## src/sv/kmsp_pkg.sv

```systemverilog
package kmsp_pkg;

   localparam int MACRO_COUNT  = 16;
   localparam int DELAY_DIGITS = 5;
   localparam int LOOK_DEPTH   = 5;
   localparam int DIG_LIMIT    = (DELAY_DIGITS < LOOK_DEPTH) ? DELAY_DIGITS : LOOK_DEPTH;
   localparam int LOOK_IDX_W   = 3;
   localparam int FIFO_DEPTH   = 2;
   localparam int FIFO_PTR_W   = 1;

   localparam logic [7:0] CHAR_ZERO = 8'h30;
   localparam logic [7:0] CHAR_NINE = 8'h39;
   localparam logic [7:0] CHAR_PIPE = 8'h7C;
   localparam logic [15:0] EXT_REMAP_LIMIT = 16'hFF00;

   localparam logic [3:0] ACT_CHAR       = 4'd0;
   localparam logic [3:0] ACT_BASIC_TAP  = 4'd1;
   localparam logic [3:0] ACT_BASIC_DOWN = 4'd2;
   localparam logic [3:0] ACT_BASIC_UP   = 4'd3;
   localparam logic [3:0] ACT_EXT_TAP    = 4'd4;
   localparam logic [3:0] ACT_EXT_DOWN   = 4'd5;
   localparam logic [3:0] ACT_EXT_UP     = 4'd6;
   localparam logic [3:0] ACT_DELAY      = 4'd7;
   localparam logic [3:0] ACT_END        = 4'd8;

   localparam logic [2:0] CSR_MACRO_SELECT = 3'd0;
   localparam logic [2:0] CSR_PREFIX_BYTE  = 3'd1;
   localparam logic [2:0] CSR_BASIC_BASE   = 3'd2;
   localparam logic [2:0] CSR_EXT_BASE     = 3'd3;
   localparam logic [2:0] CSR_DELAY_CODE   = 3'd4;

   typedef struct packed {
      logic [3:0] macro_select;
      logic [7:0] prefix_byte;
      logic [7:0] basic_code_base;
      logic [7:0] ext_code_base;
      logic [7:0] delay_code;
   } cfg_type;

   localparam cfg_type CFG_RESET = '{
      macro_select:    4'd0,
      prefix_byte:     8'd1,
      basic_code_base: 8'd1,
      ext_code_base:   8'd5,
      delay_code:      8'd4
   };

   typedef struct packed {
      logic is_zero;
      logic is_digit;
      logic is_pipe;
   } byte_class_type;

   typedef struct packed {
      logic [7:0]     data;
      logic           start;
      logic           last;
      byte_class_type cls;
   } byte_info_type;

   typedef struct packed {
      logic full;
      logic empty;
   } fifo_status_type;

   typedef struct packed {
      logic [3:0]  action;
      logic [15:0] key_value;
      logic [16:0] delay_ms;
      logic        macro_done;
   } rsp_type;

   function automatic byte_class_type classify(input logic [7:0] b);
      byte_class_type c;
      c.is_zero  = (b == 8'h00);
      c.is_digit = (b >= CHAR_ZERO) && (b <= CHAR_NINE);
      c.is_pipe  = (b == CHAR_PIPE);
      return c;
   endfunction

endpackage

```

## src/sv/kmsp_front.sv

```systemverilog
module kmsp_front (
   input  logic                      req_valid,
   output logic                      req_ready,
   input  logic [7:0]                req_data_byte,
   input  logic                      req_buffer_start,
   input  logic                      req_buffer_end,
   input  kmsp_pkg::fifo_status_type fifo_st,
   output logic                      push,
   output kmsp_pkg::byte_info_type   info
);

   assign req_ready = !fifo_st.full;
   assign push      = req_valid && !fifo_st.full;

   always_comb begin
      info.data  = req_data_byte;
      info.start = req_buffer_start;
      info.last  = req_buffer_end;
      info.cls   = kmsp_pkg::classify(req_data_byte);
   end

endmodule

```

## src/sv/kmsp_fifo.sv

```systemverilog
module kmsp_fifo (
   input  logic                      clock,
   input  logic                      reset,
   input  logic                      push,
   input  kmsp_pkg::byte_info_type   push_data,
   input  logic                      pop,
   output kmsp_pkg::byte_info_type   head,
   output kmsp_pkg::fifo_status_type status
);

   kmsp_pkg::byte_info_type mem [kmsp_pkg::FIFO_DEPTH];

   logic [kmsp_pkg::FIFO_PTR_W-1:0] wr_ptr_ff, wr_ptr_in;
   logic [kmsp_pkg::FIFO_PTR_W-1:0] rd_ptr_ff, rd_ptr_in;
   logic [kmsp_pkg::FIFO_PTR_W:0]   cnt_ff, cnt_in;
   logic                            do_push, do_pop;

   assign status.full  = (cnt_ff == (kmsp_pkg::FIFO_PTR_W+1)'(kmsp_pkg::FIFO_DEPTH));
   assign status.empty = (cnt_ff == '0);
   assign do_push      = push && !status.full;
   assign do_pop       = pop && !status.empty;
   assign head         = mem[rd_ptr_ff];

   always_comb begin
      wr_ptr_in = do_push ? wr_ptr_ff + 1'b1 : wr_ptr_ff;
      rd_ptr_in = do_pop ? rd_ptr_ff + 1'b1 : rd_ptr_ff;
      cnt_in    = cnt_ff;
      if (do_push && !do_pop) begin
         cnt_in = cnt_ff + 1'b1;
      end else if (do_pop && !do_push) begin
         cnt_in = cnt_ff - 1'b1;
      end
   end

   always_ff @(posedge clock) begin
      if (do_push) begin
         mem[wr_ptr_ff] <= push_data;
      end
   end

   always_ff @(posedge clock) begin
      if (reset) begin
         wr_ptr_ff <= '0;
         rd_ptr_ff <= '0;
         cnt_ff    <= '0;
      end else begin
         wr_ptr_ff <= wr_ptr_in;
         rd_ptr_ff <= rd_ptr_in;
         cnt_ff    <= cnt_in;
      end
   end

endmodule

```

## src/sv/kmsp_back.sv

```systemverilog
module kmsp_back (
   input  logic                      clock,
   input  logic                      reset,
   input  kmsp_pkg::cfg_type         cfg,
   input  kmsp_pkg::byte_info_type   head,
   input  kmsp_pkg::fifo_status_type fifo_st,
   output logic                      pop,
   input  logic                      rsp_ready,
   output logic                      rsp_valid,
   output kmsp_pkg::rsp_type         rsp
);

   localparam logic [3:0] PH_SKIP   = 4'd0;
   localparam logic [3:0] PH_IDLE   = 4'd1;
   localparam logic [3:0] PH_CHAR   = 4'd2;
   localparam logic [3:0] PH_CMD    = 4'd3;
   localparam logic [3:0] PH_BASIC  = 4'd4;
   localparam logic [3:0] PH_EXTLO  = 4'd5;
   localparam logic [3:0] PH_EXTHI  = 4'd6;
   localparam logic [3:0] PH_DIGITS = 4'd7;
   localparam logic [3:0] PH_D1     = 4'd8;

   localparam int LW = kmsp_pkg::LOOK_IDX_W;

   logic [3:0]    ph_ff, ph_in, ph0;
   logic [3:0]    term_ff, term_in, term0;
   logic [LW-1:0] cnt_ff, cnt_in, cnt0, cnt_new;
   logic [16:0]   acc_ff, acc_in, acc0, acc_new;
   logic [3:0]    pcmd_ff, pcmd_in;
   logic [7:0]    plow_ff, plow_in;
   logic          endp_ff, endp_in;
   logic [LW-1:0] rcnt_ff;
   logic [7:0]    look_ff   [kmsp_pkg::LOOK_DEPTH];
   logic [7:0]    replay_ff [kmsp_pkg::LOOK_DEPTH];
   logic [7:0]    saved     [kmsp_pkg::LOOK_DEPTH];
   logic [7:0]    replay_in [kmsp_pkg::LOOK_DEPTH];
   logic          out_valid_ff;
   kmsp_pkg::rsp_type out_ff;

   logic          step_go, use_replay, use_end, use_fifo, cur_start;
   logic [7:0]    b;
   kmsp_pkg::byte_class_type cls;
   logic          in_range, char_mode, fin, emit;
   kmsp_pkg::rsp_type em;
   logic          look_we, rp_load, rp_off2, rp_clear;
   logic [LW-1:0] rp_n;
   logic [7:0]    d0, d1, e0, e1;
   logic [16:0]   bias_ms;
   logic [15:0]   kc;
   logic [8:0]    basic_hi, ext_hi;

   assign step_go    = !out_valid_ff || rsp_ready;
   assign use_replay = (rcnt_ff != '0);
   assign use_end    = !use_replay && endp_ff;
   assign use_fifo   = !use_replay && !endp_ff && !fifo_st.empty;
   assign pop        = step_go && use_fifo;
   assign cur_start  = use_fifo && head.start;
   assign b          = use_replay ? replay_ff[0] : head.data;
   assign cls        = use_replay ? kmsp_pkg::classify(replay_ff[0]) : head.cls;

   assign ph0   = cur_start ? PH_SKIP : ph_ff;
   assign term0 = cur_start ? 4'd0 : term_ff;
   assign cnt0  = cur_start ? '0 : cnt_ff;
   assign acc0  = cur_start ? 17'd0 : acc_ff;

   assign in_range  = int'(cfg.macro_select) < kmsp_pkg::MACRO_COUNT;
   assign char_mode = (ph0 == PH_CHAR) ||
                      (ph0 == PH_SKIP && in_range && term0 == cfg.macro_select);

   // decimal accumulate: acc * 10 + digit, kept to 17 bits
   assign acc_new = {acc0[13:0], 3'b000} + {acc0[15:0], 1'b0} + {13'd0, b[3:0]};
   assign cnt_new = cnt0 + 1'b1;

   always_comb begin
      for (int i = 0; i < kmsp_pkg::LOOK_DEPTH; i++) begin
         saved[i] = (LW'(i) == cnt0) ? b : look_ff[i];
      end
      for (int i = 0; i < kmsp_pkg::LOOK_DEPTH; i++) begin
         if (!rp_off2) begin
            replay_in[i] = saved[i];
         end else if (i + 2 < kmsp_pkg::LOOK_DEPTH) begin
            replay_in[i] = saved[i+2];
         end else begin
            replay_in[i] = 8'h00;
         end
      end
   end

   // biased delay: (d0 - 1) + (d1 - 1) * 255
   assign d0      = (ph0 == PH_D1) ? plow_ff : look_ff[0];
   assign d1      = (ph0 == PH_D1 || cnt0 == LW'(1)) ? b : look_ff[1];
   assign e0      = d0 - 8'd1;
   assign e1      = d1 - 8'd1;
   assign bias_ms = {1'b0, {e1, 8'h00} - {8'h00, e1}} + {9'd0, e0};

   assign kc       = ({b, plow_ff} > kmsp_pkg::EXT_REMAP_LIMIT) ? {plow_ff, 8'h00}
                                                                : {b, plow_ff};
   assign basic_hi = {1'b0, cfg.basic_code_base} + 9'd2;
   assign ext_hi   = {1'b0, cfg.ext_code_base} + 9'd2;

   always_comb begin
      ph_in    = ph0;
      term_in  = term0;
      cnt_in   = cnt0;
      acc_in   = acc0;
      pcmd_in  = pcmd_ff;
      plow_in  = plow_ff;
      endp_in  = endp_ff;
      emit     = 1'b0;
      em       = '0;
      fin      = 1'b0;
      look_we  = 1'b0;
      rp_load  = 1'b0;
      rp_off2  = 1'b0;
      rp_n     = '0;
      rp_clear = 1'b0;
      if (step_go && use_end) begin
         endp_in = 1'b0;
         if (ph_ff == PH_SKIP) begin
            ph_in = PH_IDLE;
         end else if (ph_ff != PH_IDLE) begin
            fin = 1'b1;
         end
      end else if (step_go && (use_replay || use_fifo)) begin
         if (use_fifo && head.last) begin
            endp_in = 1'b1;
         end
         if (char_mode) begin
            ph_in = PH_CHAR;
            if (cls.is_zero) begin
               fin = 1'b1;
            end else if (b == cfg.prefix_byte) begin
               ph_in = PH_CMD;
            end else begin
               emit         = 1'b1;
               em.action    = kmsp_pkg::ACT_CHAR;
               em.key_value = {8'h00, b};
            end
         end else begin
            case (ph0)
               PH_SKIP: begin
                  if (!in_range) begin
                     ph_in = PH_IDLE;
                  end else if (cls.is_zero) begin
                     term_in = term0 + 4'd1;
                  end
               end
               PH_CMD: begin
                  if (cls.is_zero) begin
                     fin = 1'b1;
                  end else if (b >= cfg.basic_code_base && {1'b0, b} <= basic_hi) begin
                     pcmd_in = kmsp_pkg::ACT_BASIC_TAP + 4'(b - cfg.basic_code_base);
                     ph_in   = PH_BASIC;
                  end else if (b >= cfg.ext_code_base && {1'b0, b} <= ext_hi) begin
                     pcmd_in = kmsp_pkg::ACT_EXT_TAP + 4'(b - cfg.ext_code_base);
                     ph_in   = PH_EXTLO;
                  end else if (b == cfg.delay_code) begin
                     cnt_in = '0;
                     acc_in = 17'd0;
                     ph_in  = PH_DIGITS;
                  end else begin
                     ph_in = PH_CHAR;
                  end
               end
               PH_BASIC: begin
                  if (!cls.is_zero) begin
                     emit         = 1'b1;
                     em.action    = pcmd_ff;
                     em.key_value = {8'h00, b};
                  end
                  ph_in = PH_CHAR;
               end
               PH_EXTLO: begin
                  if (cls.is_zero) begin
                     ph_in = PH_CHAR;
                  end else begin
                     plow_in = b;
                     ph_in   = PH_EXTHI;
                  end
               end
               PH_EXTHI: begin
                  if (!cls.is_zero) begin
                     emit         = 1'b1;
                     em.action    = pcmd_ff;
                     em.key_value = kc;
                  end
                  ph_in = PH_CHAR;
               end
               PH_DIGITS: begin
                  look_we = (int'(cnt0) < kmsp_pkg::LOOK_DEPTH);
                  cnt_in  = cnt_new;
                  if (cls.is_digit) begin
                     acc_in = acc_new;
                     if (int'(cnt_new) >= kmsp_pkg::DIG_LIMIT) begin
                        cnt_in      = '0;
                        ph_in       = PH_CHAR;
                        emit        = 1'b1;
                        em.action   = kmsp_pkg::ACT_DELAY;
                        em.delay_ms = acc_new;
                        rp_load     = 1'b1;
                        rp_n        = cnt_new;
                     end
                  end else if (cls.is_pipe && cnt0 != '0) begin
                     cnt_in      = '0;
                     ph_in       = PH_CHAR;
                     emit        = 1'b1;
                     em.action   = kmsp_pkg::ACT_DELAY;
                     em.delay_ms = acc0;
                  end else begin
                     // digit form failed, fall back to two biased bytes
                     cnt_in = '0;
                     if (cnt0 == '0) begin
                        plow_in = b;
                        ph_in   = PH_D1;
                     end else if (d0 == 8'h00 || d1 == 8'h00) begin
                        fin = 1'b1;
                     end else begin
                        ph_in       = PH_CHAR;
                        emit        = 1'b1;
                        em.action   = kmsp_pkg::ACT_DELAY;
                        em.delay_ms = bias_ms;
                        rp_load     = 1'b1;
                        rp_off2     = 1'b1;
                        rp_n        = cnt0 - LW'(1);
                     end
                  end
               end
               PH_D1: begin
                  if (d0 == 8'h00 || d1 == 8'h00) begin
                     fin = 1'b1;
                  end else begin
                     ph_in       = PH_CHAR;
                     emit        = 1'b1;
                     em.action   = kmsp_pkg::ACT_DELAY;
                     em.delay_ms = bias_ms;
                  end
               end
               default: begin
                  ph_in = ph0;
               end
            endcase
         end
      end
      if (fin) begin
         ph_in         = PH_IDLE;
         cnt_in        = '0;
         rp_clear      = 1'b1;
         rp_load       = 1'b0;
         emit          = 1'b1;
         em            = '0;
         em.action     = kmsp_pkg::ACT_END;
         em.macro_done = 1'b1;
      end
   end

   always_ff @(posedge clock) begin
      if (step_go && look_we) begin
         look_ff[cnt0] <= b;
      end
      if (step_go && rp_load) begin
         replay_ff <= replay_in;
      end else if (step_go && use_replay) begin
         for (int i = 0; i < kmsp_pkg::LOOK_DEPTH - 1; i++) begin
            replay_ff[i] <= replay_ff[i+1];
         end
         replay_ff[kmsp_pkg::LOOK_DEPTH-1] <= 8'h00;
      end
      if (step_go) begin
         out_ff <= em;
      end
   end

   always_ff @(posedge clock) begin
      if (reset) begin
         ph_ff        <= PH_SKIP;
         term_ff      <= 4'd0;
         cnt_ff       <= '0;
         acc_ff       <= 17'd0;
         pcmd_ff      <= 4'd0;
         plow_ff      <= 8'd0;
         endp_ff      <= 1'b0;
         rcnt_ff      <= '0;
         out_valid_ff <= 1'b0;
      end else if (step_go) begin
         ph_ff        <= ph_in;
         term_ff      <= term_in;
         cnt_ff       <= cnt_in;
         acc_ff       <= acc_in;
         pcmd_ff      <= pcmd_in;
         plow_ff      <= plow_in;
         endp_ff      <= endp_in;
         out_valid_ff <= emit;
         if (rp_clear) begin
            rcnt_ff <= '0;
         end else if (rp_load) begin
            rcnt_ff <= rp_n;
         end else if (use_replay) begin
            rcnt_ff <= rcnt_ff - LW'(1);
         end
      end
   end

   assign rsp_valid = out_valid_ff;
   assign rsp       = out_ff;

endmodule

```

## src/sv/keyboard_macro_stream_parser.sv

```systemverilog
// Bytes of the macro buffer are accepted into a two-entry queue and decoded by a back end
// that handles one byte per cycle, giving at most one result per cycle through a registered
// output. A delay that closes out at its digit limit or falls back to the biased form
// replays up to five looked-at bytes, and a buffer end flag takes a back-end step of its
// own. The back end holds while its output register is full and not taken. The user must
// write configuration registers only while the block is idle; the block does not enforce it.
module keyboard_macro_stream_parser (
   input  logic        clock,
   input  logic        reset,
   input  logic        req_valid,
   output logic        req_ready,
   input  logic [7:0]  req_data_byte,
   input  logic        req_buffer_start,
   input  logic        req_buffer_end,
   output logic        rsp_valid,
   input  logic        rsp_ready,
   output logic [3:0]  rsp_action,
   output logic [15:0] rsp_key_value,
   output logic [16:0] rsp_delay_ms,
   output logic        rsp_macro_done,
   input  logic        csr_write_en,
   input  logic [2:0]  csr_index,
   input  logic [7:0]  csr_wdata
);

   kmsp_pkg::cfg_type         cfg_ff;
   kmsp_pkg::fifo_status_type fifo_st;
   kmsp_pkg::byte_info_type   push_info, head;
   kmsp_pkg::rsp_type         rsp;
   logic                      push, pop;

   always_ff @(posedge clock) begin
      if (reset) begin
         cfg_ff <= kmsp_pkg::CFG_RESET;
      end else if (csr_write_en) begin
         case (csr_index)
            kmsp_pkg::CSR_MACRO_SELECT: cfg_ff.macro_select    <= csr_wdata[3:0];
            kmsp_pkg::CSR_PREFIX_BYTE:  cfg_ff.prefix_byte     <= csr_wdata;
            kmsp_pkg::CSR_BASIC_BASE:   cfg_ff.basic_code_base <= csr_wdata;
            kmsp_pkg::CSR_EXT_BASE:     cfg_ff.ext_code_base   <= csr_wdata;
            kmsp_pkg::CSR_DELAY_CODE:   cfg_ff.delay_code      <= csr_wdata;
            default: begin
            end
         endcase
      end
   end

   kmsp_front u_front (
      .req_valid        (req_valid),
      .req_ready        (req_ready),
      .req_data_byte    (req_data_byte),
      .req_buffer_start (req_buffer_start),
      .req_buffer_end   (req_buffer_end),
      .fifo_st          (fifo_st),
      .push             (push),
      .info             (push_info)
   );

   kmsp_fifo u_fifo (
      .clock     (clock),
      .reset     (reset),
      .push      (push),
      .push_data (push_info),
      .pop       (pop),
      .head      (head),
      .status    (fifo_st)
   );

   kmsp_back u_back (
      .clock     (clock),
      .reset     (reset),
      .cfg       (cfg_ff),
      .head      (head),
      .fifo_st   (fifo_st),
      .pop       (pop),
      .rsp_ready (rsp_ready),
      .rsp_valid (rsp_valid),
      .rsp       (rsp)
   );

   assign rsp_action     = rsp.action;
   assign rsp_key_value  = rsp.key_value;
   assign rsp_delay_ms   = rsp.delay_ms;
   assign rsp_macro_done = rsp.macro_done;

   a_queue_state: assert property (@(posedge clock) disable iff (reset)
      !(fifo_st.full && fifo_st.empty))
      else $error("request queue reports full and empty together");

   a_done_is_end: assert property (@(posedge clock) disable iff (reset)
      rsp_valid && rsp_macro_done |-> rsp_action == kmsp_pkg::ACT_END)
      else $error("macro done flagged on a result that is not an end");

   a_delay_only: assert property (@(posedge clock) disable iff (reset)
      rsp_valid && rsp_delay_ms != 17'd0 |-> rsp_action == kmsp_pkg::ACT_DELAY)
      else $error("nonzero delay on a result that is not a delay");

endmodule
```

## config.mk

```make
export PLATFORM = sky130hd
export DESIGN_NAME = keyboard_macro_stream_parser
export DESIGN_NICKNAME = d
export VERILOG_FILES = /design/src/sv/kmsp_pkg.sv /design/src/sv/kmsp_front.sv /design/src/sv/kmsp_fifo.sv /design/src/sv/kmsp_back.sv /design/src/sv/keyboard_macro_stream_parser.sv
export SDC_FILE = /design/constraint.sdc
export NUM_CORES = 1
export LEC_CHECK = 0
export CAP_MARGIN = 40
export CORE_AREA = 4 4 169 171
export DETAILED_ROUTE_END_ITERATION = 16
export DIE_AREA = 0 0 173 175
export DONT_BUFFER_PORTS = 1
export PLACE_DENSITY = 0.73
export SYNTH_ARGS = -nofsm -noshare
export SYNTH_HDL_FRONTEND = slang
export SYNTH_SLANG_ARGS = --single-unit
```

## constraint.sdc

```tcl
create_clock -name clock -period 7.35 [get_ports clock]
set_input_delay 0.3675 -clock clock [delete_from_list [all_inputs] [get_ports clock]]
set_output_delay 0.3675 -clock clock [all_outputs]
set_load 0.01 [all_outputs]
```

==> reports/results.tsv <==
stage	metric	value	unit
detailed_routing	routed_wl	42680	um
worst_setup_path	start_kind	flop	
worst_setup_path	path_common_cell	ha_1	
clock_network	postCtsSetupRepairBufs	0	
power	vdd_drop_max	0.0002011	V
cells_and_area	fill_cells	2284	
power	clkPwrFrac	24.2	%
worst_setup_path	crit_family	compound AO/OA/AOI/OAI gates	
clock_network	clk_latency	540	ps
placement	placed_cells	1911	
hold_path	hp-class	primary input to flop	
power	p_sw	2.293	mW
sta	tightest_slew	916.0	ps
grt	grt_pass1_wl	67590	um
power	p_leak	6.299	nW
sta	fin_setup_tns	0	ps
cells_and_area	finalNonFillerCells	1979	
yosys	syn_nets	1734	
clock_network	clk_pin_slew	70	ps
cells_and_area	finalInstanceArea	16260	um^2
clock_network	clock_path_buffers	3	
worst_setup_path	r2r_slack	920	ps
detailed_routing	drtAntennaViolNets	0	
worst_setup_path	worstPathMaxFanout	8	
detailed_routing	vias	12650	
power	cellPowerDensity	345.4	nW/um^2
clock_network	numCtsBuffers	26	
clock_network	htreeDepth	1	
floorplan	num_rows	60	
grt	grtUsageTotal	27.59	%
placement	dpl_cell_area	15140	um^2
detailed_routing	wl_per_cell	21.56	um
floorplan	die_area	30280	um^2
sta	drv_slew	0	
sta	setup_viol	0	
detailed_routing	drt_iter0_drc	1262	
sta	finalHoldViolations	0	
run	drv_cap	0	
worst_setup_path	regToRegStartpoint	u_back.rcnt_ff[0]	
clock_network	root_buffer	clkbuf_16	
worst_setup_path	critPathArrivalTime	6760	ps
power	p_sw_share	40.83	%
worst_setup_path	crit_required	7680	ps
sta	grt_setup_unrepaired	no	
power	p_total	5.617	mW
floorplan	die_y	175	um
yosys	synthTopCellsByCount	nand2_1 (176), nor2_1 (176), edfxtp_1 (144)	
grt	grt_max_degree	69	
worst_setup_path	worstSetupPathType	flop to flop	
detailed_routing	drc_errors	0	
worst_setup_path	worst-path-buf-inv	5	
placement	dp_slack	1133	ps
floorplan	fp.coreArea	26880	um^2
worst_setup_path	cp_slowest_cell	o311ai_1	
yosys	synthFlopType	edfxtp_1	
sta	relSlewSlack	38.47	%
sta	max_freq	0.1555	GHz
floorplan	ios	66	
cells_and_area	syn2layout_area_growth	10.15	%
yosys	avgSynthCellArea	9.158	um^2
yosys	ys_warn_count	0	
yosys	synth_seq_cells	230	
sta	period_minus_slack	6432	ps
hold_path	whs_path_depth	2	
run_status	status	completed	
worst_setup_path	worst_setup_path_end_kind	flop	
power	p_comb_share	42.4	%
detailed_routing	routed_via_density	6.394	
grt	grt_pass1_vias	12010	
clock_network	tritoncts	built	
power	intPower	3.324	mW
grt	grt_remaining_overflow	0	
placement	hpwlAfterDp	30630	um
sta	fin_skew	18.84	ps
cells_and_area	nets	1740	
cells_and_area	diodes	0	
placement	port_buffers	0	
yosys	yosysSeqAreaShare	40.95	%
yosys	syn_area	14760	um^2
cells_and_area	drive_above_1_share	7.998	%
worst_setup_path	slowest_delay	540	ps
worst_setup_path	crit_cells	27	
yosys	async_flop_share	0	%
yosys	synthCells	1612	
worst_setup_path	r2r_cells	27	
worst_setup_path	rr_endpoint	u_back.rsp[12]	
worst_setup_path	crit_start	u_back.rcnt_ff[0]	
power	p_seq_share	33.4	%
grt	antenna_found_initial	0	
floorplan	start_util	54.93	%
yosys	synth_edf_count	144	
detailed_routing	first_pass_iters	6	
floorplan	die_w	173	um
worst_setup_path	cp-endpoint	u_back.rsp[12]	
placement	place_congestion	0.9592	
yosys	synthDistinctLibCells	91	
yosys	synth.largest_area_cell	edfxtp_1	
sta	period_share	87.51	%
clock_network	clock_sinks	230	
yosys	synth_area_leaders	edfxtp_1 (29%), dfxtp_1 (12%), ha_1 (7.5%)	
yosys	yosys.area.top_type_share	29.29	%
sta	setup_slack	918.1	ps
==> repair_timing <==
| item | 4_1_cts | 5_1_grt |
|---|---|---|
| endpoints found under the setup margin | 0 | 0 |
| hold buffers | 20 | 0 |
| endpoints found under the hold margin | 93 | 0 |
| gates resized for setup | 0 | 0 |
==> layout make-up <==
cell class	instances	area, um^2	area share (%)
multi-input cells	1233	8137	50.03
flip-flops and latches	230	6046	37.18
clock buffers	32	714.4	4.393
repair buffers	54	469.2	2.885
well taps	341	426.7	2.624
inverters	73	276.5	1.700
clock inverters	16	192.7	1.185
==> per-layer routing <==
| layer | wire, um | part of all wire [%] | up-vias | track usage, % |
|---|---|---|---|---|
| li1 | - | - | 5915 | - |
| met1 | 17550 | 41 | 6025 | 36.89 |
| met2 | 19880 | 47 | 592 | 46.05 |
| met3 | 3397 | 8.0 | 121 | 3.570 |
| met4 | 1850 | 4.3 | 0 | 10.54 |
| met5 | 0 | 0 | - | 0 |
==> cell families after synthesis <==
| logic type | share of synthesized area [%] |
|---|---|
| DFF | 40.95 |
| muxes | 5.178 |
| xor gates and xnor gates | 4.805 |
| and+or+nand+nor | 17.35 |
| AOI/OAI and AO/OA | 19.14 |
| buffers and inverters | 4.085 |
| adders and majority gates | 8.492 |
==> worst register-to-register path, delay by kind of cell, from the launching register on <==
kind / cells / cell delay (ps)
AOI/OAI and AO/OA: 9 / 2550
buffers and inverters: 5 / 720
adders and majority gates: 5 / 1220
and+or+nand+nor: 6 / 1120
xor gates and xnor gates: 2 / 270
DFF: 1 / 320
==> how the worst min path moves through the flow <==
stage                from         endpoint  slack [ps]
2_1_floorplan  cfg_ff[15]       cfg_ff[15]         440
6_report            reset  u_back.ph_ff[1]          30
4_1_cts             reset  u_back.ph_ff[1]          20
5_1_grt             reset  u_back.ph_ff[1]          30
3_3_place_gp   cfg_ff[15]       cfg_ff[15]         440
3_5_place_dp        reset       cfg_ff[29]         440
==> sequential cells by signal, summed over array words and instances, names as in the netlist, named ones only <==
| register | flops |
|---|---|
| u_back.cnt_ff | 3 |
| u_back.pcmd_ff | 4 |
| u_fifo.wr_ptr_ff | 1 |
| u_back.term_ff | 4 |
| u_back.endp_ff | 1 |
| u_fifo.rd_ptr_ff | 1 |
| u_back.rsp | 38 |
| u_back.plow_ff | 8 |
| cfg_ff | 36 |
| u_fifo.mem | 26 |
| u_fifo.cnt_ff | 2 |
| u_back.rsp_valid | 1 |
| u_back.ph_ff | 4 |
| u_back.replay_ff | 40 |
| u_back.acc_ff | 17 |
| u_back.look_ff | 40 |
| u_back.rcnt_ff | 3 |
==> cells in the final DEF (no fill, tap or decap), types with 21 or more instances in the layout <==
| cell type | instances |
|---|---|
| dfxtp_1 | 86 |
| nand3_1 | 48 |
| o21ai_0 | 68 |
| xor2_1 | 21 |
| nand2_1 | 176 |
| mux2i_1 | 58 |
| a21oi_1 | 121 |
| nor2_1 | 176 |
| xnor2_1 | 60 |
| nor3_1 | 37 |
| clkbuf_16 | 27 |
| edfxtp_1 | 144 |
| a22oi_1 | 22 |
| a21o_1 | 32 |
| buf_4 | 28 |
| ha_1 | 89 |
| inv_1 | 65 |
==> per-stage QoR <==
step                util (%)  hold slack [ps]
finish                 60.51            29.35
global route           60.51            25.54
CTS                    60.51            16.55
detailed placement     56.32            444.7
global placement       56.06            440.0
floorplan                  -            436.3
==> power by group through the flow <==
stage | Clock (mW) | Combinational, mW | Sequential (mW)
4_1_cts | 1.37 | 2.35 | 1.88
6_report | 1.36 | 2.38 | 1.88
3_5_place_dp | 0 | 2.31 | 1.90
3_3_place_gp | 0 | 2.24 | 1.89
5_1_grt | 1.43 | 2.60 | 1.90
2_1_floorplan | 0 | 1.56 | 1.87
Note: power is estimated with default switching activity, not from simulation.
